[src/rtl/core/tcw_pkg.sv]
// ----------------------------------------------------------------------------
// tcw_pkg
// Shared types and constants of the text console writer.
// ----------------------------------------------------------------------------
package tcw_pkg;

    localparam int COLUMNS_DEF = 80;
    localparam int MAX_DIGITS  = 10;
    localparam int COL_W       = 7;
    localparam int ROW_W       = 8;
    localparam int IDX_W       = ROW_W + COL_W;
    localparam int ADDR_W      = 17;
    localparam int CNT_W       = $clog2(MAX_DIGITS + 1);

    // input kinds
    localparam logic [1:0] KIND_CHAR   = 2'd0;
    localparam logic [1:0] KIND_NUMBER = 2'd1;
    localparam logic [1:0] KIND_CURSOR = 2'd2;

    // configuration register indexes
    localparam logic [1:0] CFG_FG   = 2'd0;
    localparam logic [1:0] CFG_BG   = 2'd1;
    localparam logic [1:0] CFG_BASE = 2'd2;

    localparam logic [7:0]  NEWLINE_CODE = 8'd10;
    localparam logic [7:0]  ASCII_ZERO   = 8'h30;
    localparam logic [15:0] BASE_RESET   = 16'hB800;

    // ceil(2^35 / 10): exact quotient for every 32-bit dividend
    localparam logic [31:0] RECIP_TEN    = 32'hCCCC_CCCD;
    localparam int          RECIP_SHIFT  = 35;

    typedef struct packed {
        logic [1:0]  kind;
        logic [7:0]  char_code;
        logic [31:0] number;
        logic [7:0]  new_row;
        logic [7:0]  new_column;
    } t_in_item;

    typedef struct packed {
        logic [ADDR_W-1:0] write_address;
        logic [15:0]       cell_word;
        logic              last_write;
    } t_out_item;

    typedef struct packed {
        logic load;   // take a new dividend
        logic mul;    // reciprocal multiply, quotient registered
        logic step;   // quotient becomes the next dividend
    } t_div_ctrl;

endpackage

[src/rtl/core/text_console_writer.sv]
// ----------------------------------------------------------------------------
// text_console_writer
// Text-mode console writer: characters, decimal numbers and cursor moves
// turned into cell writes of a text buffer.
// ----------------------------------------------------------------------------
// One item is taken at a time; o_in_stall stays high while an item is in work.
// A character goes through one write beat; a newline, a cursor move or an
// unused kind writes nothing and leaves the input open. A number of up to 10
// digits uses the shared divide-by-ten unit for each digit (reciprocal multiply,
// then remainder), then each digit is one write beat.
// Write beats wait while i_out_stall is high; the output register lets the
// next item in while the last beat is still pending.
module text_console_writer #(
    parameter int COLUMNS = tcw_pkg::COLUMNS_DEF
) (
    input  logic                i_clk,
    input  logic                i_rst_n,
    input  logic                i_in_valid,
    output logic                o_in_stall,
    input  tcw_pkg::t_in_item   i_in_data,
    output logic                o_out_valid,
    input  logic                i_out_stall,
    output tcw_pkg::t_out_item  o_out_data,
    input  logic                i_cfg_we,
    input  logic [1:0]          i_cfg_index,
    input  logic [15:0]         i_cfg_data
);

    localparam logic [1:0] S_IDLE = 2'd0;
    localparam logic [1:0] S_MUL  = 2'd1;
    localparam logic [1:0] S_REM  = 2'd2;
    localparam logic [1:0] S_EMIT = 2'd3;

    localparam logic [tcw_pkg::COL_W-1:0] LAST_COL = tcw_pkg::COL_W'(COLUMNS - 1);

    logic [1:0]                  r_state, n_state;
    logic [tcw_pkg::ROW_W-1:0]   r_line, n_line;
    logic [tcw_pkg::COL_W-1:0]   r_col, n_col;
    logic [tcw_pkg::CNT_W-1:0]   r_ndig, n_ndig;
    logic [7:0]                  r_buf [tcw_pkg::MAX_DIGITS];
    logic [3:0]                  r_fg;
    logic [3:0]                  r_bg;
    logic [15:0]                 r_base;
    logic                        r_out_valid;
    tcw_pkg::t_out_item          r_out_data;

    logic                        w_in_acc;
    logic                        w_out_free;
    logic                        w_emit;
    logic                        w_push;
    logic [7:0]                  w_push_char;
    tcw_pkg::t_div_ctrl          w_div_ctrl;
    logic [3:0]                  w_digit;
    logic                        w_quot_zero;
    logic [tcw_pkg::ADDR_W-1:0]  w_addr;
    logic [15:0]                 w_word;
    logic [tcw_pkg::COL_W-1:0]   w_new_col;

    assign o_in_stall  = (r_state != S_IDLE);
    assign w_in_acc    = i_in_valid && (r_state == S_IDLE);
    assign w_out_free  = !r_out_valid || !i_out_stall;
    assign w_emit      = (r_state == S_EMIT) && w_out_free;
    assign o_out_valid = r_out_valid;
    assign o_out_data  = r_out_data;

    assign w_new_col = (i_in_data.new_column > 8'(COLUMNS - 1))
                     ? LAST_COL : i_in_data.new_column[tcw_pkg::COL_W-1:0];

    tcw_div10_unit u_div (
        .i_clk       (i_clk),
        .i_ctrl      (w_div_ctrl),
        .i_number    (i_in_data.number),
        .o_digit     (w_digit),
        .o_quot_zero (w_quot_zero)
    );

    tcw_cell_gen #(
        .COLUMNS (COLUMNS)
    ) u_cell (
        .i_line    (r_line),
        .i_col     (r_col),
        .i_base    (r_base),
        .i_fg      (r_fg),
        .i_bg      (r_bg),
        .i_char    (r_buf[0]),
        .o_address (w_addr),
        .o_word    (w_word)
    );

    // sequencer
    always_comb begin
        n_state     = r_state;
        n_line      = r_line;
        n_col       = r_col;
        n_ndig      = r_ndig;
        w_push      = 1'b0;
        w_push_char = i_in_data.char_code;
        w_div_ctrl  = '0;
        unique case (r_state)
            S_IDLE: begin
                if (w_in_acc) begin
                    priority if (i_in_data.kind == tcw_pkg::KIND_CHAR) begin
                        if (i_in_data.char_code == tcw_pkg::NEWLINE_CODE) begin
                            n_line = r_line + 1'b1;
                            n_col  = '0;
                        end else begin
                            w_push  = 1'b1;
                            n_ndig  = tcw_pkg::CNT_W'(1);
                            n_state = S_EMIT;
                        end
                    end else if (i_in_data.kind == tcw_pkg::KIND_NUMBER) begin
                        w_div_ctrl.load = 1'b1;
                        n_ndig          = '0;
                        n_state         = S_MUL;
                    end else if (i_in_data.kind == tcw_pkg::KIND_CURSOR) begin
                        n_line = i_in_data.new_row;
                        n_col  = w_new_col;
                    end else begin
                        n_state = S_IDLE;
                    end
                end
            end
            S_MUL: begin
                w_div_ctrl.mul = 1'b1;
                n_state        = S_REM;
            end
            S_REM: begin
                w_div_ctrl.step = 1'b1;
                w_push          = 1'b1;
                w_push_char     = tcw_pkg::ASCII_ZERO | {4'h0, w_digit};
                n_ndig          = r_ndig + 1'b1;
                if (w_quot_zero ||
                    (r_ndig == tcw_pkg::CNT_W'(tcw_pkg::MAX_DIGITS - 1))) begin
                    n_state = S_EMIT;
                end else begin
                    n_state = S_MUL;
                end
            end
            S_EMIT: begin
                if (w_out_free) begin
                    n_ndig = r_ndig - 1'b1;
                    if (r_col >= LAST_COL) begin
                        n_line = r_line + 1'b1;
                        n_col  = '0;
                    end else begin
                        n_col = r_col + 1'b1;
                    end
                    if (r_ndig == tcw_pkg::CNT_W'(1)) begin
                        n_state = S_IDLE;
                    end
                end
            end
            default: begin
                n_state = S_IDLE;
            end
        endcase
    end

    always_ff @(posedge i_clk) begin
        if (!i_rst_n) begin
            r_state     <= S_IDLE;
            r_line      <= '0;
            r_col       <= '0;
            r_ndig      <= '0;
            r_fg        <= '0;
            r_bg        <= '0;
            r_base      <= tcw_pkg::BASE_RESET;
            r_out_valid <= 1'b0;
        end else begin
            r_state <= n_state;
            r_line  <= n_line;
            r_col   <= n_col;
            r_ndig  <= n_ndig;
            if (i_cfg_we) begin
                unique case (i_cfg_index)
                    tcw_pkg::CFG_FG:   r_fg   <= i_cfg_data[3:0];
                    tcw_pkg::CFG_BG:   r_bg   <= i_cfg_data[3:0];
                    tcw_pkg::CFG_BASE: r_base <= i_cfg_data;
                    default: ;
                endcase
            end
            if (w_emit) begin
                r_out_valid <= 1'b1;
            end else if (!i_out_stall) begin
                r_out_valid <= 1'b0;
            end
        end
    end

    // digit stack: digits come least significant first, leave from the top
    always_ff @(posedge i_clk) begin
        if (w_push) begin
            r_buf[0] <= w_push_char;
            for (int i = 1; i < tcw_pkg::MAX_DIGITS; i++) begin
                r_buf[i] <= r_buf[i-1];
            end
        end else if (w_emit) begin
            for (int i = 0; i < tcw_pkg::MAX_DIGITS - 1; i++) begin
                r_buf[i] <= r_buf[i+1];
            end
        end
    end

    always_ff @(posedge i_clk) begin
        if (w_emit) begin
            r_out_data.write_address <= w_addr;
            r_out_data.cell_word     <= w_word;
            r_out_data.last_write    <= (r_ndig == tcw_pkg::CNT_W'(1));
        end
    end

endmodule

[src/rtl/core/tcw_div10_unit.sv]
// ----------------------------------------------------------------------------
// tcw_div10_unit
// Shared divide-by-ten unit: one reciprocal multiply and one remainder step.
// ----------------------------------------------------------------------------
module tcw_div10_unit (
    input  logic                i_clk,
    input  tcw_pkg::t_div_ctrl  i_ctrl,
    input  logic [31:0]         i_number,
    output logic [3:0]          o_digit,
    output logic                o_quot_zero
);

    logic [31:0] r_num;
    logic [28:0] r_quot;
    logic [63:0] w_prod;
    logic [31:0] w_quot10;
    logic [31:0] w_rem;

    assign w_prod   = 64'(r_num) * 64'(tcw_pkg::RECIP_TEN);
    assign w_quot10 = {r_quot, 3'b000} + {2'b00, r_quot, 1'b0};
    assign w_rem    = r_num - w_quot10;

    assign o_digit     = w_rem[3:0];
    assign o_quot_zero = (r_quot == '0);

    always_ff @(posedge i_clk) begin
        if (i_ctrl.load) begin
            r_num <= i_number;
        end else if (i_ctrl.step) begin
            r_num <= 32'(r_quot);
        end
        if (i_ctrl.mul) begin
            r_quot <= w_prod[63:tcw_pkg::RECIP_SHIFT];
        end
    end

endmodule

[src/rtl/core/tcw_cell_gen.sv]
// ----------------------------------------------------------------------------
// tcw_cell_gen
// Cell address and cell word for the character at the cursor.
// ----------------------------------------------------------------------------
module tcw_cell_gen #(
    parameter int COLUMNS = tcw_pkg::COLUMNS_DEF
) (
    input  logic [tcw_pkg::ROW_W-1:0]  i_line,
    input  logic [tcw_pkg::COL_W-1:0]  i_col,
    input  logic [15:0]                i_base,
    input  logic [3:0]                 i_fg,
    input  logic [3:0]                 i_bg,
    input  logic [7:0]                 i_char,
    output logic [tcw_pkg::ADDR_W-1:0] o_address,
    output logic [15:0]                o_word
);

    logic [tcw_pkg::IDX_W-1:0] w_index;

    assign w_index   = tcw_pkg::IDX_W'(i_line) * tcw_pkg::IDX_W'(COLUMNS)
                     + tcw_pkg::IDX_W'(i_col);
    // byte address, two bytes per cell, wraps at 17 bits
    assign o_address = tcw_pkg::ADDR_W'(i_base)
                     + tcw_pkg::ADDR_W'({w_index, 1'b0});
    assign o_word    = {i_bg, i_fg, i_char};

endmodule

[config.mk]
export PLATFORM = sky130hd
export DESIGN_NAME = text_console_writer
export DESIGN_NICKNAME = d
export VERILOG_FILES = /design/src/rtl/core/tcw_pkg.sv /design/src/rtl/core/text_console_writer.sv /design/src/rtl/core/tcw_div10_unit.sv /design/src/rtl/core/tcw_cell_gen.sv
export SDC_FILE = /design/constraint.sdc
export NUM_CORES = 2
export LEC_CHECK = 0
export ABC_AREA = 1
export BUFFER_PORTS_ARGS = -buffer_cell sky130_fd_sc_hd__buf_4
export CAP_MARGIN = 20
export CORE_MARGIN = 2
export CORE_UTILIZATION = 45
export CTS_CLUSTER_DIAMETER = 50
export CTS_CLUSTER_SIZE = 40
export DETAILED_ROUTE_END_ITERATION = 12
export HOLD_SLACK_MARGIN = 0.15
export SYNTH_ARGS = -nofsm -noshare
export SYNTH_HDL_FRONTEND = slang
export SYNTH_HIERARCHICAL = 1
export SYNTH_SLANG_ARGS = --single-unit
[constraint.sdc]
create_clock -name i_clk -period 11.75 [get_ports i_clk]
set_input_delay 1.175 -clock i_clk [delete_from_list [all_inputs] [get_ports i_clk]]
set_output_delay 1.175 -clock i_clk [all_outputs]
set_load 0.01 [all_outputs]
== After elaboration in Yosys (flattened, before gate mapping) ==
Memories as Yosys holds them, arrays and structs flattened.
Index checks and enable logic that the tools add are counted.
W data, S select, Z words.

* Memories: 1
* Word-level logic and storage cells: 138
* Output and inout port bits: 36
* Bits in registers: 141
* Bits in writable memories: 80

* Order comparisons: 2
* Muxes and demuxes: 61
* Multipliers: 2
* Bitwise operators: 9
* Add/subtract/negate cells: 8
* Equal/unequal tests: 21
* Reduce and logical (&&, ||, !) cells: 21

{| class="wikitable"
|+ Memories
! name !! depth !! width !! read ports !! clocked after memory_dff !! write ports !! line !! RTL
|-
| r_buf || 10 || 8 || 10 || 0 || 10 || text_console_writer.sv:40 || <nowiki>logic [7:0] r_buf [tcw_pkg::MAX_DIGITS];</nowiki>
|}

{| class="wikitable"
|+ Operator list
! cell !! number
|-
| $mux W8 || 17
|-
| $mul A32 B32 Y64 const B || 1
|-
| $mux W32 || 2
|-
| $mux W7 || 8
|-
| $logic_not A29 Y1 || 1
|-
| $mux W4 || 5
|-
| $add A16 B16 Y17 || 1
|-
| $mux W1 || 16
|-
| $mux W2 || 8
|-
| $pmux W8 S2 || 1
|-
| $add A15 B7 Y15 || 1
|-
| $pmux W7 S2 || 1
|-
| $pmux W4 S3 || 1
|-
| $mul A8 B3 Y11 const B || 1
|-
| $reduce_and A5 Y1 || 2
|-
| $or A1 B1 Y1 || 9
|-
| $add A8 B1 Y8 const B || 1
|-
| $eq A2 B2 Y1 const B || 4
|-
| $eq A8 B4 Y1 const B || 1
|-
| $gt A8 B7 Y1 const B || 1
|-
| $pmux W2 S4 || 1
|-
| $add A7 B1 Y7 const B || 1
|-
| $ge A7 B7 Y1 const B || 1
|-
| $reduce_and A7 Y1 || 1
|-
| other kinds (22) || 38
|}

== Logic depth before layout (Yosys ltp) ==
* Word-level depth: 8
* Depth in mapped cells: 31
* Depth with buffers taken out: 30

== Modules after synthesis ==
Netlist, hierarchy kept.

{| class="wikitable"
|+ By module, submodules not included
! module !! sequential area each (um2) !! instances !! cells each !! area each (um2)
|-
| tcw_div10_unit || 1,831.8 || 1 || 2,482 || 21,055.2
|-
| text_console_writer || 4,344.2 || 1 || 717 || 7,084.3
|-
| tcw_cell_gen || 0.0 || 1 || 234 || 1,456.4
|}

== Worst setup path after synthesis ==
No wires, ideal clock.

* Path type: register to register
* From: reg u_div.r_num[20]
* To: reg u_div.r_quot[23] (data pin)
* Setup slack: 5.745 ns
* Data required time: 11.498 ns
* Stages on the path, launching flop included: 28
* Data arrival time: 5.753 ns
* Path buffers: 0
* Clock period less this slack: 6.005 ns
* Path through: edfxtp_1 > ha_1 > inv_1 > fa_1 > inv_1 > fa_1 > inv_1 > fa_1 > inv_1 > fa_1 > fa_1 > fa_1 > inv_1 > fa_1 > inv_1 > ha_1 > nand2_1 > nand2_1 > inv_1 > nor2_1 > nor2_1 > nor2_1 > nor2_1 > nand2_1 > a21oi_1 > nand2_1 > nand2_1 > nand2_1

* Cells in the longest elaborated chain, start to end: 1

{| class="wikitable"
|+ RTL lines
! element !! line !! RTL
|-
| start: declaration || tcw_div10_unit.sv:13 || <nowiki>logic [31:0] r_num;</nowiki>
|-
| start signal: assignment || tcw_div10_unit.sv:28 || <nowiki>r_num <= i_number;</nowiki>
|-
| start signal: assignment || tcw_div10_unit.sv:30 || <nowiki>r_num <= 32'(r_quot);</nowiki>
|-
| $mul A32 B32 Y64 || tcw_div10_unit.sv:19 || <nowiki>assign w_prod = 64'(r_num) * 64'(tcw_pkg::RECIP_TEN);</nowiki>
|-
| via u_div.w_prod[58] || tcw_div10_unit.sv:15 || <nowiki>logic [63:0] w_prod;</nowiki>
|-
| end signal: assignment || tcw_div10_unit.sv:33 || <nowiki>r_quot <= w_prod[63:tcw_pkg::RECIP_SHIFT];</nowiki>
|-
| end: declaration || tcw_div10_unit.sv:14 || <nowiki>logic [28:0] r_quot;</nowiki>
|}

The timed path passes the listed nets, and every way through them passes these cells.
A chain may end at the register's enable or synchronous reset.

== Worst setup path after layout ==
* From: reg u_div.r_num[0]
* To: reg u_div.r_quot[23] (data pin)

Same word-level chain as after synthesis.

==> summary.txt <==
STA
  • Final setup vio count: 0
  • Fmax achieved: 0.1416 GHz
  • Final Hold Vio Count: 0
  • Final cycle utilization of the critical path: 0.6009
  • RSZ-0062 raised after global routing: no
  • Final Skew: 0.01838 ns
  • Minimum clock period: 7.061 ns
  • Setup TNS: 0 ns
  • Max-slew headroom: 0.2579
  • Worst-Margin Slew: 1.113 ns
  • Slew Limit Fails: 0

Yosys
  • Post-Synth Adder-Cell Area: 0.4276
  • Synthesized area per cell: 8.621 um2
  • Top post-synthesis cells by area: fa_1, edfxtp_1, ha_1, inv_1, nand2_1
  • Synthesized cell area: 0.02960 mm2
  • Synth Net Count: 4292
  • Flops & latches, synth: 221
  • EDFF count, synth: 175
  • Share of Yosys cell area claimed by the top area cell type: 0.2631
  • Post-synthesis cell type count: 45
  • Post-synth top area cell: fa_1
  • Ys async rst share: 0
  • Post-synthesis sequential area ratio: 0.2087
  • Syn Inst Count: 3433
  • Main combinational cell family by area after synthesis: adder cells
  • Post-synthesis mux area share: 0
  • Simple-gate share of the synthesized area: 0.1568
  • YS warnings: 6
  • Commonest register cell after synthesis: edfxtp_1
  • XOR/XNOR Fraction of Synth Area: 0.02215
  • Synth Area in Compound Gates: 0.06375

CTS
  • CTS buffer count: 30
  • H-tree depth: 1
  • Longest Clk Path Bufs: 3
  • Clk slew on worst S/H paths: 0.08 ns
  • Post-cts resize count: 0
  • Hold buffer count at cts: 0
  • Setup bufs post-CTS: 0
  • CTS tree: done
  • CTS Root Cell: clkbuf_16
  • Clock sink count: 221
  • Worst-skew pair later-pin latency: 0.60 ns

Global route
  • Largest net degree at the start of global routing: 81
  • Vias in the first global route: 22689
  • GRT overflow: 0
  • First-pass GRT wire length: 133800 um
  • GRT Overall Usage: 0.2634
  • Initial antenna violation count: 1

Critical path
  • Crit-path cells: ha_1 > xor2_1 > ha_1 > or2_2 > fa_1 > fa_1 > fa_1 > fa_1 > fa_1 > inv_1 > fa_1 > inv_1 > ha_1 > nand2_1 > inv_1 > a21oi_1 > o21ai_0 > nand2_1 > nand2_1 > a21oi_1 > nand2_1 > nand2_1 > nand2_1
  • Required time worst endpoint: 12.10 ns
  • Worst Path Arrival: 7.41 ns
  • Critical Path End Type: flop
  • Worst-path maximum fanout: 10
  • CP max stage cell: edfxtp_1
  • Slowest stage delay, CP: 0.81 ns
  • Setup crit start kind: flop
  • Setup CP Type: flop to flop

Drt
  • Vias: 22228
  • Wire per inst: 19.57 um
  • Drt pass-1 iters: 6
  • Final wirelength: 86520 um
  • Iteration-0 DRC Markers: 1644
  • # DRC: 0
  • Via density: 5.028
  • Routed Antenna Nets: 0

Floorplanning
  • I/O pins: 117
  • Full die area: 0.06784 mm2
  • Die width: 260.5 um
  • Starting Density: 0.4526
  • CORE AREA: 0.06539 mm2
  • Row cnt: 94
  • Die Height: 260.5 um

Layout
  • Nets: 4391
  • P&R area growth vs syn: 9.322%
  • Proportion of layout cells with a drive suffix above 1: 0.07790

Run status
  • Outcome: completed

Place
  • PortBufs: 116
  • GPL Wtd Cong: 1.011
  • Detailed placer's ending HPWL: 74490 um

Worst hold path
  • Worst hold path type: flop to flop

Job
  • Max-cap violations: 0
metal layers:
layer  track usage  share of wire  vias to the layer above  wire length [um]
li1              -              -                    10742                 -
met1        0.3745           0.45                    10662             39190
met2        0.4138           0.44                      679             38430
met3       0.03642          0.063                      145              5446
met4       0.08968          0.040                        0              3451
met5             0              0                        -                 0
cells in the mapped netlist, drive strengths merged (18+ instances only):
cell type,instances
xor2,51
a21oi,156
inv,860
nor2,235
buf,36
dfxtp,46
xnor2,23
nand2,719
o21ai,125
fa,389
o21bai,24
clkbuf,18
ha,389
nand3,110
edfxtp,175
layout make-up:
cell class	count	area (um2)
diodes	1	2.502
clock buffers	32	779.5
clock inverters	24	295.3
fillers	6450	33040
inverters	862	3236
multi-input cells	2296	19860
flip-flops and latches	221	6176
well taps	864	1081
repair buffers	121	928.4
registers in the layout, summed over array words and instances (netlist names):
name          count
o_out_data       34
o_out_valid       1
r_ndig            4
r_base           16
r_state           2
r_buf            80
u_div/r_num      32
r_col             7
u_div/r_quot     29
r_bg              4
r_fg              4
r_line            8
through the flow:
| step | area (um2) | util | setup slack [ns] | hold WS (ns) | std cells |
|---|---|---|---|---|---|
| 2_1_floorplan | 29600 | - | 5.745 | 0.4272 | 3433 |
| 3_3_place_gp | 31250 | 0.4779 | 4.896 | 0.4142 | 4363 |
| 3_5_place_dp | 31250 | 0.4779 | 4.882 | 0.4104 | 4363 |
| 5_1_grt | 32350 | 0.4948 | 4.528 | 0.4586 | 4421 |
| 4_1_cts | 32320 | 0.4943 | 4.844 | 0.4399 | 4419 |
| 6_report | 32350 | 0.4948 | 4.689 | 0.4385 | 4421 |
logic make-up (layout without fill, tap and decap cells):
family	Yosys count	count (layout)
adders and majority gates	778	778
buffers and inverters	916	1039
DFF	221	221
other	0	1
AOI/OAI and AO/OA	326	326
xor gates and xnor gates	74	74
and+or+nand+nor	1118	1118
layout by cell type (no fill, tap or decap), drive strengths merged, types with 2 or more instances in the layout:
master  netlist  routed
a21oi       156     156
a31oi         2       2
xor2         51      51
nand2       719     719
edfxtp      175     175
o21bai       24      24
clkinv        2      10
dfxtp        46      46
buf          36     121
a21boi        2       2
fa          389     389
and3          2       2
nand3b        5       5
nand4        16      16
nor3         16      16
inv         860     875
a21o         10      10
o21ai       125     125
xnor2        23      23
nand3       110     110
o22ai         4       4
clkbuf       18      32
ha          389     389
nor4          7       7
o21a          2       2
or2           7       7
nor2        235     235
final timing paths:
path	slack, ns	cells past startpoint	endpoint	start
max	4.69	23	u_div/r_quot[23]	u_div/r_num[0]
min	0.44	0	o_out_data[14]	r_bg[1]
max reg2reg	4.69	23	u_div/r_quot[23]	u_div/r_num[0]
min reg2reg	0.44	0	o_out_data[14]	r_bg[1]
critical path, delay by kind of cell, from the launching register on:
| kind | cells | cell delay, ns |
|---|---|---|
| compound gates | 3 | 0.76 |
| flops | 1 | 0.81 |
| simple gates | 7 | 0.81 |
| fa+ha+maj | 9 | 4.02 |
| buf+inv | 3 | 0.15 |
| xor+xnor | 1 | 0.24 |
Power is left out: the tool's default activity adds up to more than one toggle a clock period on the data nets, which glitch-free logic cannot reach.
